--- src/hdl/bcs_pkg.sv ---
// Types and constants for the battery calibration sequencer.
// No dependencies; used by every module of the block.
`timescale 1ns / 1ps
package bcs_pkg;

  localparam int unsigned LevelW  = 7;
  localparam int unsigned CfgIdxW = 2;
  localparam logic [LevelW-1:0] PctMax = LevelW'(100);

  typedef enum logic [2:0] {
    PH_IDLE        = 3'd0,
    PH_CHARGE1     = 3'd1,
    PH_WAIT_UNPLUG = 3'd2,
    PH_DISCHARGE   = 3'd3,
    PH_WAIT_PLUG   = 3'd4,
    PH_CHARGE2     = 3'd5
  } phase_e;

  typedef enum logic [1:0] {
    KIND_START  = 2'd0,
    KIND_CANCEL = 2'd1,
    KIND_STATUS = 2'd2,
    KIND_DELAY  = 2'd3
  } kind_e;

  typedef enum logic [1:0] {
    PROF_NONE    = 2'd0,
    PROF_LOW_ON  = 2'd1,
    PROF_LOW_OFF = 2'd2,
    PROF_PERF    = 2'd3
  } prof_e;

  typedef enum logic [2:0] {
    OUT_NONE   = 3'd0,
    OUT_CANCEL = 3'd1,
    OUT_ABORT1 = 3'd2,
    OUT_ABORT2 = 3'd3,
    OUT_ABORT3 = 3'd4,
    OUT_DONE   = 3'd5
  } outcome_e;

  typedef enum logic [CfgIdxW-1:0] {
    CFG_FULL    = 2'd0,
    CFG_EMPTY   = 2'd1,
    CFG_SUSPEND = 2'd2,
    CFG_BRIGHT  = 2'd3
  } cfg_idx_e;

  typedef struct packed {
    logic [1:0]        kind;
    logic [LevelW-1:0] percentage;
    logic [1:0]        charging_state;
    logic [LevelW-1:0] current_brightness;
  } in_item_t;

  typedef struct packed {
    logic [2:0]        phase;
    logic              brightness_valid;
    logic [LevelW-1:0] brightness;
    logic [1:0]        profile_cmd;
    logic              load_enable;
    logic              start_delay;
    logic              alert_beep;
    logic              suspend_request;
    logic [2:0]        outcome;
  } out_item_t;

  typedef struct packed {
    logic [LevelW-1:0] full_level;
    logic [LevelW-1:0] empty_level;
    logic [LevelW-1:0] suspend_level;
    logic [LevelW-1:0] bright_level;
  } cfg_t;

  typedef struct packed {
    phase_e            phase;
    logic              started_charging;
    logic              delay_pending;
    logic [LevelW-1:0] saved_brightness;
    logic              load_on;
  } seq_state_t;

endpackage

--- src/hdl/battery_calibration_sequencer_unit.sv ---
// Pipeline: an accepted transaction is registered in the input stage, stepped and then
//   registered in the output stage; a stalled output holds it in the input stage.
// Throughput: one event per cycle while out_stall_i is low; step logic sits between them.
// Reset (rst_ni low, asynchronous): phase inactive, load off, saved brightness 100,
//   configuration levels at full 100, empty 3, suspend 2, bright 100; both stages empty.
`timescale 1ns / 1ps
module battery_calibration_sequencer_unit (
  input  logic                         clk_i,
  input  logic                         rst_ni,
  // event channel
  input  logic                         in_valid_i,
  output logic                         in_stall_o,
  input  bcs_pkg::in_item_t            in_data_i,
  // result channel
  output logic                         out_valid_o,
  input  logic                         out_stall_i,
  output bcs_pkg::out_item_t           out_data_o,
  // configuration write port
  input  logic                         cfg_we_i,
  input  logic [bcs_pkg::CfgIdxW-1:0]  cfg_index_i,
  input  logic [bcs_pkg::LevelW-1:0]   cfg_wdata_i
);
  import bcs_pkg::*;

  // Input stage: holds one accepted event until the step logic consumes it.
  logic      in_valid_q, in_valid_d;
  in_item_t  in_data_q;
  // Output stage: holds one result until the consumer takes it.
  logic      out_valid_q, out_valid_d;
  out_item_t out_data_q;

  logic      in_accept;
  logic      out_taken;
  logic      fire;
  cfg_t      cfg;
  out_item_t step_result;

  // Step the held event when the output register is empty or being drained.
  assign out_taken  = out_valid_q && !out_stall_i;
  assign fire       = in_valid_q && (!out_valid_q || !out_stall_i);
  assign in_stall_o = in_valid_q && !fire;
  assign in_accept  = in_valid_i && !in_stall_o;

  always_comb begin
    in_valid_d = in_valid_q;
    if (in_accept) begin
      in_valid_d = 1'b1;
    end else if (fire) begin
      in_valid_d = 1'b0;
    end
  end

  always_comb begin
    out_valid_d = out_valid_q;
    if (fire) begin
      out_valid_d = 1'b1;
    end else if (out_taken) begin
      out_valid_d = 1'b0;
    end
  end

  always_ff @(posedge clk_i or negedge rst_ni) begin
    if (!rst_ni) begin
      in_valid_q  <= 1'b0;
      out_valid_q <= 1'b0;
    end else begin
      in_valid_q  <= in_valid_d;
      out_valid_q <= out_valid_d;
    end
  end

  // Payload registers: load on transfer, hold otherwise.
  always_ff @(posedge clk_i) begin
    if (in_accept) begin
      in_data_q <= in_data_i;
    end
    if (fire) begin
      out_data_q <= step_result;
    end
  end

  bcs_cfg_regs u_cfg (
    .clk_i       (clk_i),
    .rst_ni      (rst_ni),
    .cfg_we_i    (cfg_we_i),
    .cfg_index_i (cfg_index_i),
    .cfg_wdata_i (cfg_wdata_i),
    .cfg_o       (cfg)
  );

  bcs_core u_core (
    .clk_i    (clk_i),
    .rst_ni   (rst_ni),
    .fire_i   (fire),
    .item_i   (in_data_q),
    .cfg_i    (cfg),
    .result_o (step_result)
  );

  assign out_valid_o = out_valid_q;
  assign out_data_o  = out_data_q;

endmodule

--- src/hdl/bcs_cfg_regs.sv ---
// Configuration registers of the battery calibration sequencer.
// Depends on bcs_pkg.
`timescale 1ns / 1ps
module bcs_cfg_regs (
  input  logic                         clk_i,
  input  logic                         rst_ni,
  input  logic                         cfg_we_i,
  input  logic [bcs_pkg::CfgIdxW-1:0]  cfg_index_i,
  input  logic [bcs_pkg::LevelW-1:0]   cfg_wdata_i,
  output bcs_pkg::cfg_t                cfg_o
);
  import bcs_pkg::*;

  cfg_t cfg_q, cfg_d;

  always_comb begin
    cfg_d = cfg_q;
    if (cfg_we_i) begin
      case (cfg_idx_e'(cfg_index_i))
        CFG_FULL:    cfg_d.full_level    = cfg_wdata_i;
        CFG_EMPTY:   cfg_d.empty_level   = cfg_wdata_i;
        CFG_SUSPEND: cfg_d.suspend_level = cfg_wdata_i;
        CFG_BRIGHT:  cfg_d.bright_level  = cfg_wdata_i;
        default:     cfg_d = cfg_q;
      endcase
    end
  end

  always_ff @(posedge clk_i or negedge rst_ni) begin
    if (!rst_ni) begin
      cfg_q.full_level    <= PctMax;
      cfg_q.empty_level   <= LevelW'(3);
      cfg_q.suspend_level <= LevelW'(2);
      cfg_q.bright_level  <= PctMax;
    end else begin
      cfg_q <= cfg_d;
    end
  end

  assign cfg_o = cfg_q;

endmodule

--- src/hdl/bcs_core.sv ---
// Phase state and per-event step logic of the calibration sequencer.
// Depends on bcs_pkg; state advances when fire_i is high.
`timescale 1ns / 1ps
module bcs_core (
  input  logic                clk_i,
  input  logic                rst_ni,
  input  logic                fire_i,
  input  bcs_pkg::in_item_t   item_i,
  input  bcs_pkg::cfg_t       cfg_i,
  output bcs_pkg::out_item_t  result_o
);
  import bcs_pkg::*;

  seq_state_t st_q, st_d;

  logic              plugged;
  logic              fin;
  outcome_e          fin_code;
  logic [LevelW-1:0] unplug_bright;

  assign plugged       = |item_i.charging_state;
  assign unplug_bright = (item_i.percentage > PctMax) ? PctMax : item_i.percentage;

  always_comb begin
    st_d     = st_q;
    fin      = 1'b0;
    fin_code = OUT_NONE;
    result_o = '0;

    case (kind_e'(item_i.kind))
      KIND_START: begin
        if (st_q.phase == PH_IDLE) begin
          st_d.started_charging = 1'b0;
          st_d.delay_pending    = 1'b0;
          st_d.saved_brightness = item_i.current_brightness;
          st_d.phase            = PH_CHARGE1;
          result_o.brightness_valid = 1'b1;
          result_o.brightness       = cfg_i.bright_level;
        end
      end
      KIND_CANCEL: begin
        if (st_q.phase != PH_IDLE) begin
          fin      = 1'b1;
          fin_code = OUT_CANCEL;
        end
      end
      KIND_STATUS: begin
        case (st_q.phase)
          PH_CHARGE1: begin
            if (plugged) begin
              st_d.started_charging     = 1'b1;
              result_o.profile_cmd      = PROF_LOW_ON;
              result_o.brightness_valid = 1'b1;
              result_o.brightness       = cfg_i.bright_level;
              if (item_i.percentage == cfg_i.full_level && !st_q.delay_pending) begin
                st_d.delay_pending   = 1'b1;
                result_o.start_delay = 1'b1;
              end
            end else if (st_q.started_charging) begin
              fin      = 1'b1;
              fin_code = OUT_ABORT1;
            end else begin
              result_o.brightness_valid = 1'b1;
              result_o.brightness       = cfg_i.bright_level;
            end
          end
          PH_WAIT_UNPLUG: begin
            result_o.brightness_valid = 1'b1;
            if (!plugged) begin
              st_d.phase           = PH_DISCHARGE;
              st_d.load_on         = 1'b1;
              result_o.profile_cmd = PROF_PERF;
              result_o.brightness  = unplug_bright;
            end else begin
              result_o.brightness = cfg_i.bright_level;
            end
          end
          PH_DISCHARGE: begin
            if (plugged) begin
              fin      = 1'b1;
              fin_code = OUT_ABORT2;
            end else if (item_i.percentage <= cfg_i.empty_level) begin
              // Empty reached: stop the load and prompt for the charger.
              st_d.load_on              = 1'b0;
              st_d.phase                = PH_WAIT_PLUG;
              result_o.profile_cmd      = PROF_LOW_ON;
              result_o.brightness_valid = 1'b1;
              result_o.brightness       = cfg_i.bright_level;
              result_o.alert_beep       = 1'b1;
            end
          end
          PH_WAIT_PLUG: begin
            result_o.brightness_valid = 1'b1;
            result_o.brightness       = cfg_i.bright_level;
            if (plugged) begin
              st_d.phase = PH_CHARGE2;
            end else if (item_i.percentage <= cfg_i.suspend_level) begin
              result_o.suspend_request = 1'b1;
            end
          end
          PH_CHARGE2: begin
            if (!plugged) begin
              fin      = 1'b1;
              fin_code = OUT_ABORT3;
            end else if (item_i.percentage == cfg_i.full_level) begin
              fin                 = 1'b1;
              fin_code            = OUT_DONE;
              result_o.alert_beep = 1'b1;
            end
          end
          default: begin
            st_d = st_q;
          end
        endcase
      end
      KIND_DELAY: begin
        if (st_q.phase == PH_CHARGE1 && st_q.delay_pending) begin
          st_d.delay_pending        = 1'b0;
          st_d.phase                = PH_WAIT_UNPLUG;
          result_o.brightness_valid = 1'b1;
          result_o.brightness       = cfg_i.bright_level;
          result_o.alert_beep       = 1'b1;
        end
      end
      default: begin
        st_d = st_q;
      end
    endcase

    // End of calibration: stop load, drop low profile, restore brightness.
    if (fin) begin
      st_d.load_on              = 1'b0;
      st_d.delay_pending        = 1'b0;
      st_d.phase                = PH_IDLE;
      result_o.profile_cmd      = PROF_LOW_OFF;
      result_o.brightness_valid = 1'b1;
      result_o.brightness       = st_q.saved_brightness;
      result_o.outcome          = fin_code;
    end

    result_o.phase       = st_d.phase;
    result_o.load_enable = st_d.load_on;
  end

  always_ff @(posedge clk_i or negedge rst_ni) begin
    if (!rst_ni) begin
      st_q.phase            <= PH_IDLE;
      st_q.started_charging <= 1'b0;
      st_q.delay_pending    <= 1'b0;
      st_q.saved_brightness <= PctMax;
      st_q.load_on          <= 1'b0;
    end else if (fire_i) begin
      st_q <= st_d;
    end
  end

endmodule

--- config.mk ---
export PLATFORM = sky130hd
export DESIGN_NAME = battery_calibration_sequencer_unit
export DESIGN_NICKNAME = d
export VERILOG_FILES = /design/src/hdl/bcs_pkg.sv /design/src/hdl/battery_calibration_sequencer_unit.sv /design/src/hdl/bcs_cfg_regs.sv /design/src/hdl/bcs_core.sv
export SDC_FILE = /design/constraint.sdc
export NUM_CORES = 1
export LEC_CHECK = 0
export BUFFER_PORTS_ARGS = -buffer_cell sky130_fd_sc_hd__buf_2
export CAP_MARGIN = 5
export CORE_MARGIN = 3
export CORE_UTILIZATION = 25
export CTS_CLUSTER_DIAMETER = 120
export DETAILED_ROUTE_END_ITERATION = 12
export PLACE_DENSITY = 0.4
export SLEW_MARGIN = 0
export SYNTH_ARGS = -nofsm -noshare
export SYNTH_HDL_FRONTEND = slang
export SYNTH_HIERARCHICAL = 1
export SYNTH_SLANG_ARGS = --single-unit
--- constraint.sdc ---
create_clock -name clk_i -period 2.9 [get_ports clk_i]
set_input_delay 0.145 -clock clk_i [delete_from_list [all_inputs] [get_ports clk_i]]
set_output_delay 0.145 -clock clk_i [all_outputs]
set_load 0.02 [all_outputs]
# Yosys cells after proc, flatten, opt, wreduce, memory -nomap -nowiden
# Cells that the tools add are included.
# Widths: inputs -> output; s select.
dict set report totals {
  ramBits 0
  latchBits 0
  inputBits 32
  register_bits 81
  mem_count 0
  output_inout_bits 22
  wordCells 146
  rom_bits 0
}
dict set report classes {
  n_bitwise 2
  n_reduce_logical 31
  n_addsub 0
  n_shift 0
  div_mod_pow 0
  eq_ne 20
  mux 65
  n_mul 0
  magnitude_cmp 3
}
# op n
set ops {}
lappend ops {{$mux 8} 4}
lappend ops {{$pmux 8 s4} 1}
lappend ops {{$pmux 3 s3} 3}
lappend ops {{$mux 1} 26}
lappend ops {{$mux 3} 8}
lappend ops {{$pmux 8 s3} 1}
lappend ops {{$mux 10} 2}
lappend ops {{$ne 3x1->1 const B} 5}
lappend ops {{$le 7x7->1} 2}
lappend ops {{$mux 2} 7}
lappend ops {{$mux 7} 2}
lappend ops {{$mux 12} 1}
lappend ops {{$pmux 1 s2} 5}
lappend ops {{$mux 9} 1}
lappend ops {{$eq 2x2->1 const B} 4}
lappend ops {{$reduce_and 2->1} 4}
lappend ops {{$eq 7x7->1} 1}
lappend ops {{$gt 7x7->1 const B} 1}
lappend ops {{$reduce_and 7->1} 1}
lappend ops {{$eq 3x2->1 const B} 2}
lappend ops {{$eq 3x3->1 const B} 2}
lappend ops {{$logic_and 1x1->1} 6}
lappend ops {{$ne 2x1->1 const B} 3}
lappend ops {{$pmux 1 s3} 2}
lappend ops {{other kinds (16)} 27}

# Logic depth before layout (Yosys ltp)
# Gate-level depths: netlist of run 1.
dict set report depth {
  ltp_word 8
  mapped_depth 9
  depth_no_buf 8
}

# Cells and area by module
# The synthesis of run 1 kept the hierarchy.
# module cells_per_inst seq_area_each_um2 area_per_inst_um2 n_inst
set modules_own_cells {}
lappend modules_own_cells {bcs_core 251 329.1 1921.8 1}
lappend modules_own_cells {battery_calibration_sequencer_unit 46 1191.1 1233.7 1}
lappend modules_own_cells {bcs_cfg_regs 60 711.9 1078.5 1}

# Worst setup path before layout of run 1
# Ideal clock, no wire load.
dict set report synth_path {
  path_kind {reg2reg}
  startpoint {register out_valid_q, in the netlist out_valid_o}
  endpoint {register u_core/st_q[1] in the netlist's numbering}
  path_slack_ps -390
  period_less_slack_ps 3290
  setup_time_ps 125
  path_buffers 1
  t_arrival_ps 3166
  stages_incl_launch_ff 6
  required_ps 2775
  cell_sequence {dfrtp_1 -> a21boi_0 -> clkbuf_1 -> a21boi_1 -> nand2_1 -> mux2_2}
}
dict set report synth_via {
  elab_chain_cells 4
}
# item line_no
set synth_rtl {}
lappend synth_rtl {{start: declaration} battery_calibration_sequencer_unit.sv:29} ;# logic out_valid_q, out_valid_d;
lappend synth_rtl {{start signal: assignment} battery_calibration_sequencer_unit.sv:68} ;# out_valid_q <= out_valid_d;
lappend synth_rtl {{$logic_not 1->1} battery_calibration_sequencer_unit.sv:40} ;# assign fire = in_valid_q && (!out_valid_q || !out_stall_i);
lappend synth_rtl {{$logic_or 1x1->1} battery_calibration_sequencer_unit.sv:40}
lappend synth_rtl {{$logic_and 1x1->1} battery_calibration_sequencer_unit.sv:40}
lappend synth_rtl {{net fire} battery_calibration_sequencer_unit.sv:34} ;# logic fire;
lappend synth_rtl {{$reduce_and 3->1 (no source line)} n/a}
lappend synth_rtl {{end signal: assignment} bcs_core.sv:153} ;# st_q <= st_d;
lappend synth_rtl {{end: declaration} bcs_core.sv:14} ;# seq_state_t st_q, st_d;
# The timed path passes the listed nets, and every way through them passes these cells.
# A chain may end at the register's enable or synchronous reset.

==> results.cfg, run 1 <==
[layout]
antenna_cells = 0
syn2layout_area_growth_pct = 24.4
regArea_um2 = 2230
multiInputGateArea_um2 = 1820
nFillCells = 1702
drive_gt1_frac = 0.322
post_layout_nonfiller_instances = 657
fin_nets = 488

[synth]
synth-async-reset-ratio = 0.531
synth_commonest_cells = edfxtp_1 (38), mux2_2 (34), dfrtp_1 (31), a21oi_1 (29), nand2_1 (24)
yosysSeqAreaShare = 0.527
yosysTopAreaCellShare = 0.270
ys_types = 63
synth_edf_count = 38
yosysMostFrequentCell = edfxtp_1
synthCells = 357
synthesis.area_um2 = 4230
synth.area.top_cells = edfxtp_1 (27%), dfrtp_1 (18%), mux2_2 (9.0%)
synth_nets = 409
ys_seq_elements = 81
syn_avg_cell_area_um2 = 11.9
synth_top_area_cell = edfxtp_1
yosysWarnings = 6
synthFlopType = edfxtp_1

[setup_path]
crit_buf_inv = 0
worst_path_most_repeated_cell = a21oi_1
end_kind = register
cp_slowest_cell = edfxtp_1
path_max_fanout = 9
cp-start-kind = register
worstPathRequired_ps = 2990
path_class = register to register
crit_arrival_ps = 2600
cpLargestDelayFamily = compound AO/OA/AOI/OAI gates
cpPeakStageDelay_ps = 530
worstPathCellList = ha_1, nand4_1, a21oi_1, o22ai_2, a211o_1, a221oi_1, a21oi_1

[outcome]
status = complete, but fails checks
violations = negative hold slack

[power]
ir_drop_mv = 0.365
power_density_nw_per_um2 = 662
p_leak_nw = 2.14
p_total_w = 0.00349

[grt]
antenna_found_initial = 0
grt.total_usage = 0.129
overflow = 0
grt_pass1_wl_um = 17700
grt_max_degree = 43
grt_pass1_vias = 3074

[placement]
io_buffers = 53
dpl.cell_count = 622
dpl.hpwl_um = 8310
pre_cts_ws_ps = 404
gp_congestion = 0.802

[clock_tree]
cts_tree = built
clk_pin_slew_ps = 70
cts_sinks = 81
cts.path.max_buffers = 2
clk_latency_ps = 350
cts_root_buf = clkbuf_16
numCtsBuffers = 9
htree_levels = 3

[timing]
max_freq_mhz = 399
fin_crit_sh = 0.864
slew_headroom = 0.302
whs_ps = -33.4
worstMarginPinSlew_ps = 1050
fin_crit_ps = 2510
worst_slack_ps = 395
fin_setup_tns_ps = 0
setup_viol = 0
drv_slew = 0
rsz0062_at_grt = false
hold_viol = 12
fin_skew_ps = 7.71

[flow_run]
drv_cap = 0

[floorplanning]
die_h_um = 136
die-area_um2 = 18500
coreArea_um2 = 16200
chipWidth_um = 136
num_io_pins = 54
rows = 46
start_util = 0.261

[drt]
wire_per_inst_um = 17.0
wl_um = 11200
via_per_inst = 4.67
postRouteAntennaNets = 0
via_count = 3067
dr.pass1.iters = 4
drc = 0
drtIter0Drc = 200

[min_path]
hold_class = primary input to async pin
path summary, 6_finish.rpt:
path	from	endpoint	slack, ps	cells past startpoint
setup / recovery	in_data_q[15]	out_data_o[12]	390	7
hold / removal	rst_ni	u_core/st_q[11]	-30	1
setup reg to reg	in_data_q[15]	out_data_o[12]	390	7
hold reg to reg	in_data_q[3]	u_core/st_q[4]	470	1
max in group asynchronous	rst_ni	u_core/st_q[3]	2180	2
min in group clk_i	out_stall_i	out_valid_o	60	2
stage by stage:
| stage | cell area (um2) | util | hold WS, ps |
|---|---|---|---|
| after global routing | 5270 | 0.325 | 66.3 |
| after CTS | 5270 | 0.325 | 20.4 |
| after global placement | 4760 | 0.293 | 323 |
| after detailed placement | 4760 | 0.293 | 323 |
| after floorplan | 4230 | - | -151 |
| final | 5270 | 0.325 | -33.4 |
cells in the final DEF, fill, tap and decap left out, types with 3 or more instances in the layout:
cell            n
a31oi_1         4
xor2_1          4
o21ai_0        12
ha_1           20
mux2_2         34
nand3_1         5
dfstp_2        12
xnor2_1         5
clkbuf_16       9
buf_4          12
or3_1           4
nor2_1         13
nand4_1         3
buf_2          53
dfrtp_1        31
a221oi_1        6
o21bai_1        3
edfxtp_1       38
inv_1          23
nand2b_1        8
nor2b_1         4
and2_1          5
a21oi_1        29
nand2_1        24
dlygate4sd3_1  19
nor3_1          5
sequential cells by signal, summed over array words and instances, names as in the netlist:
name         cells
u_cfg/cfg_o     28
in_data_q       18
u_core/st_q     13
out_data_o      20
out_valid_o      1
in_valid_q       1
cell families (layout without fill, tap and decap cells):
kind of cell             count (synthesis)  after routing  synth area share
AO/OA/AOI/OAI                           81             81             0.131
buffers and inverters                   39            123            0.0449
flip-flops                              81             81             0.527
XOR/XNOR                                 9              9            0.0186
AND/OR/NAND/NOR                         92             92             0.126
multiplexers                            35             35            0.0931
adder cells (fa/ha/maj)                 20             20            0.0591
repair_timing:
item | in CTS | in global routing
gates resized for setup | 0 | 0
hold buffers | 19 | 0
setup buffers | 0 | 0
hold endpoints to repair | 19 | 0
worst register-to-register path, stage by stage (launching register included):
cell and delay (ps):
edfxtp_1 530, ha_1 370, nand4_1 100, a21oi_1 220, o22ai_2 220, a211o_1 370
a221oi_1 360, a21oi_1 80
area by class of cell:
class / count / area share
Clock buffer: 10 / 0.0435
Multi-Input combinational cell: 237 / 0.345
Timing Repair Buffer: 84 / 0.104
Inverter: 23 / 0.0164
Clock inverter: 6 / 0.0171
Tap cell: 216 / 0.0513
Sequential cell: 81 / 0.424
power breakdown:
group	internal, W	switching, W
Combinational	0.000324	0.000380
Clock	0.000758	0.000486
Sequential	0.00141	0.000126
Total	0.00249	0.000992
per-layer routing:
metal	GRT usage	up-vias	part of all wire
met1	0.168	1509	0.45
li1	-	1470	-
met5	0	-	0
met4	0.0454	0	0.015
met2	0.209	77	0.49
met3	0.0289	11	0.040
Power figures use the tool's default switching activity.
==> inputs of run 2 (changes only) <==
- CTS_BUF_LIST: default -> sky130_fd_sc_hd__clkbuf_4
==> run 2 against run 1 <==
Against the previous run:
- the run now ends clean
- utilization fell by 0.32 points
- register-to-register slack lost 20 ps
- total power is 13% lower
- worst hold slack gained 190 ps
- sequential cell count unchanged
- clock skew up 15 ps
- first-iteration DRC count shrank 32%
- critical path type unchanged
- largest power group unchanged
==> results.cfg, run 2 (synthesis results as in run 1) <==
[outcome]
status = completed

[min_path]
min_path_cells = 3
hold_class = primary input to register

[placement]
dpl.hpwl_um = 8310
place_area_um2 = 4760
gp_congestion = 0.802
io_buffers = 53

[drt]
via_count = 3085
wire_per_inst_um = 16.8
via_per_inst = 4.62
postRouteAntennaNets = 0
drc = 0
wl_um = 11200
drtIter0Drc = 137
dr.pass1.iters = 4

[floorplanning]
start_util = 0.261
die-area_um2 = 18500
chipWidth_um = 136
rows = 46
coreArea_um2 = 16200
die_h_um = 136
num_io_pins = 54

[setup_path]
cp-start-kind = register
cp.depth = 6
worstPathCellList = ha_1, nand4_1, or2_2, o22ai_2, nand2_1, a2111oi_0
end_kind = register
crit_buf_inv = 0
cpLargestDelayFamily = compound AO/OA/AOI/OAI gates
path_class = register to register
cpPeakStageDelay_ps = 560
cp_slowest_cell = edfxtp_1
r2r_cells = 6
crit_arrival_ps = 2760
worstPathRequired_ps = 3130
path_max_fanout = 9

[layout]
nFillCells = 1718
largest_reg_flops = 28
finalInstanceArea_um2 = 5220
fin_nets = 498
final_common_cell = buf_2
drive_gt1_frac = 0.317
utilization = 0.321
syn2layout_area_growth_pct = 23.2
final_cell_mix = buf_2 (53), edfxtp_1 (38), mux2_2 (34), dfrtp_1 (31)

[timing]
worstMarginPinSlew_ps = 1010
fin_skew_ps = 22.4
setup_viol = 0
max_freq_mhz = 395
hold_viol = 0
drv_slew = 0
fin_crit_sh = 0.872
fin_crit_ps = 2530
rsz0062_at_grt = false
slew_headroom = 0.324
fin_setup_tns_ps = 0

[grt]
antenna_found_initial = 1
busiest_layer = met2
overflow = 0
gr-usage-met1 = 0.167
grt_use_met2 = 0.210
grt_max_degree = 43
grt.met3_usage = 0.0352
grt.total_usage = 0.129
grt_pass1_vias = 3107
grt_pass1_wl_um = 17700

[clock_tree]
cts_hold_buf = 29
clk_pin_slew_ps = 150
cts_resized = 0
htree_levels = 3
cts.path.max_buffers = 2
clk_latency_ps = 470
cts_tree = built
postCtsSetupBuffers = 0
cts_sinks = 81
numCtsBuffers = 9
cts_root_buf = clkbuf_4

[power]
ir_drop_mv = 0.272
p_leak_nw = 2.11
power_density_nw_per_um2 = 583

[flow_run]
drv_cap = 0
run 2: path summary, 6_finish.rpt:
path	from	end	slack, ps
setup / recovery	in_data_q[15]	out_data_o[7]	370
hold / removal	cfg_index_i[1]	u_cfg/cfg_o[22]	160
setup reg to reg	in_data_q[15]	out_data_o[7]	370
hold reg to reg	in_data_q[3]	u_core/st_q[4]	480
max in group asynchronous	rst_ni	u_core/st_q[7]	1790
min in group asynchronous	rst_ni	u_core/st_q[11]	360
run 2: through the flow:
step / setup slack [ps] / cells / total power, W / hold WS (ps)
after floorplan: 142 / 357 / 0.00201 / -151
after global placement: 455 / 622 / 0.00225 / 323
after detailed placement: 404 / 622 / 0.00225 / 323
after CTS: 362 / 667 / 0.00310 / 115
after global routing: 103 / 668 / 0.00325 / 123
final: 370 / 668 / 0.00304 / 159
run 2: final cells by class:
type,count,area (um2),share of cell area
diodes,1,2.50,0.000480
clock buffers,10,75.1,0.0144
clock inverters,6,90.1,0.0173
inverters,23,86.3,0.0165
multi-input cells,237,1820,0.348
flip-flops and latches,81,2230,0.428
well taps,216,270,0.0518
repair buffers,94,646,0.124
run 2: power by group:
| group | internal [W] | switching, W |
|---|---|---|
| combinational | 0.000333 | 0.000380 |
| sequential | 0.00141 | 0.000126 |
| clock | 0.000362 | 0.000432 |
| total | 0.00210 | 0.000938 |
run 2: worst reg2reg max path: stages, from the launching register on:
cell and delay [ps]:
edfxtp_1 560, ha_1 380, nand4_1 100, or2_2 330, o22ai_2 380, nand2_1 140, a2111oi_0 410
run 2: metal layers:
metal  routed length [um]  vias to the layer above
li1                     -                     1490
met1                 5000                     1530
met2                 5550                       56
met3                  493                        9
met4                  146                        0
met5                    0                        -
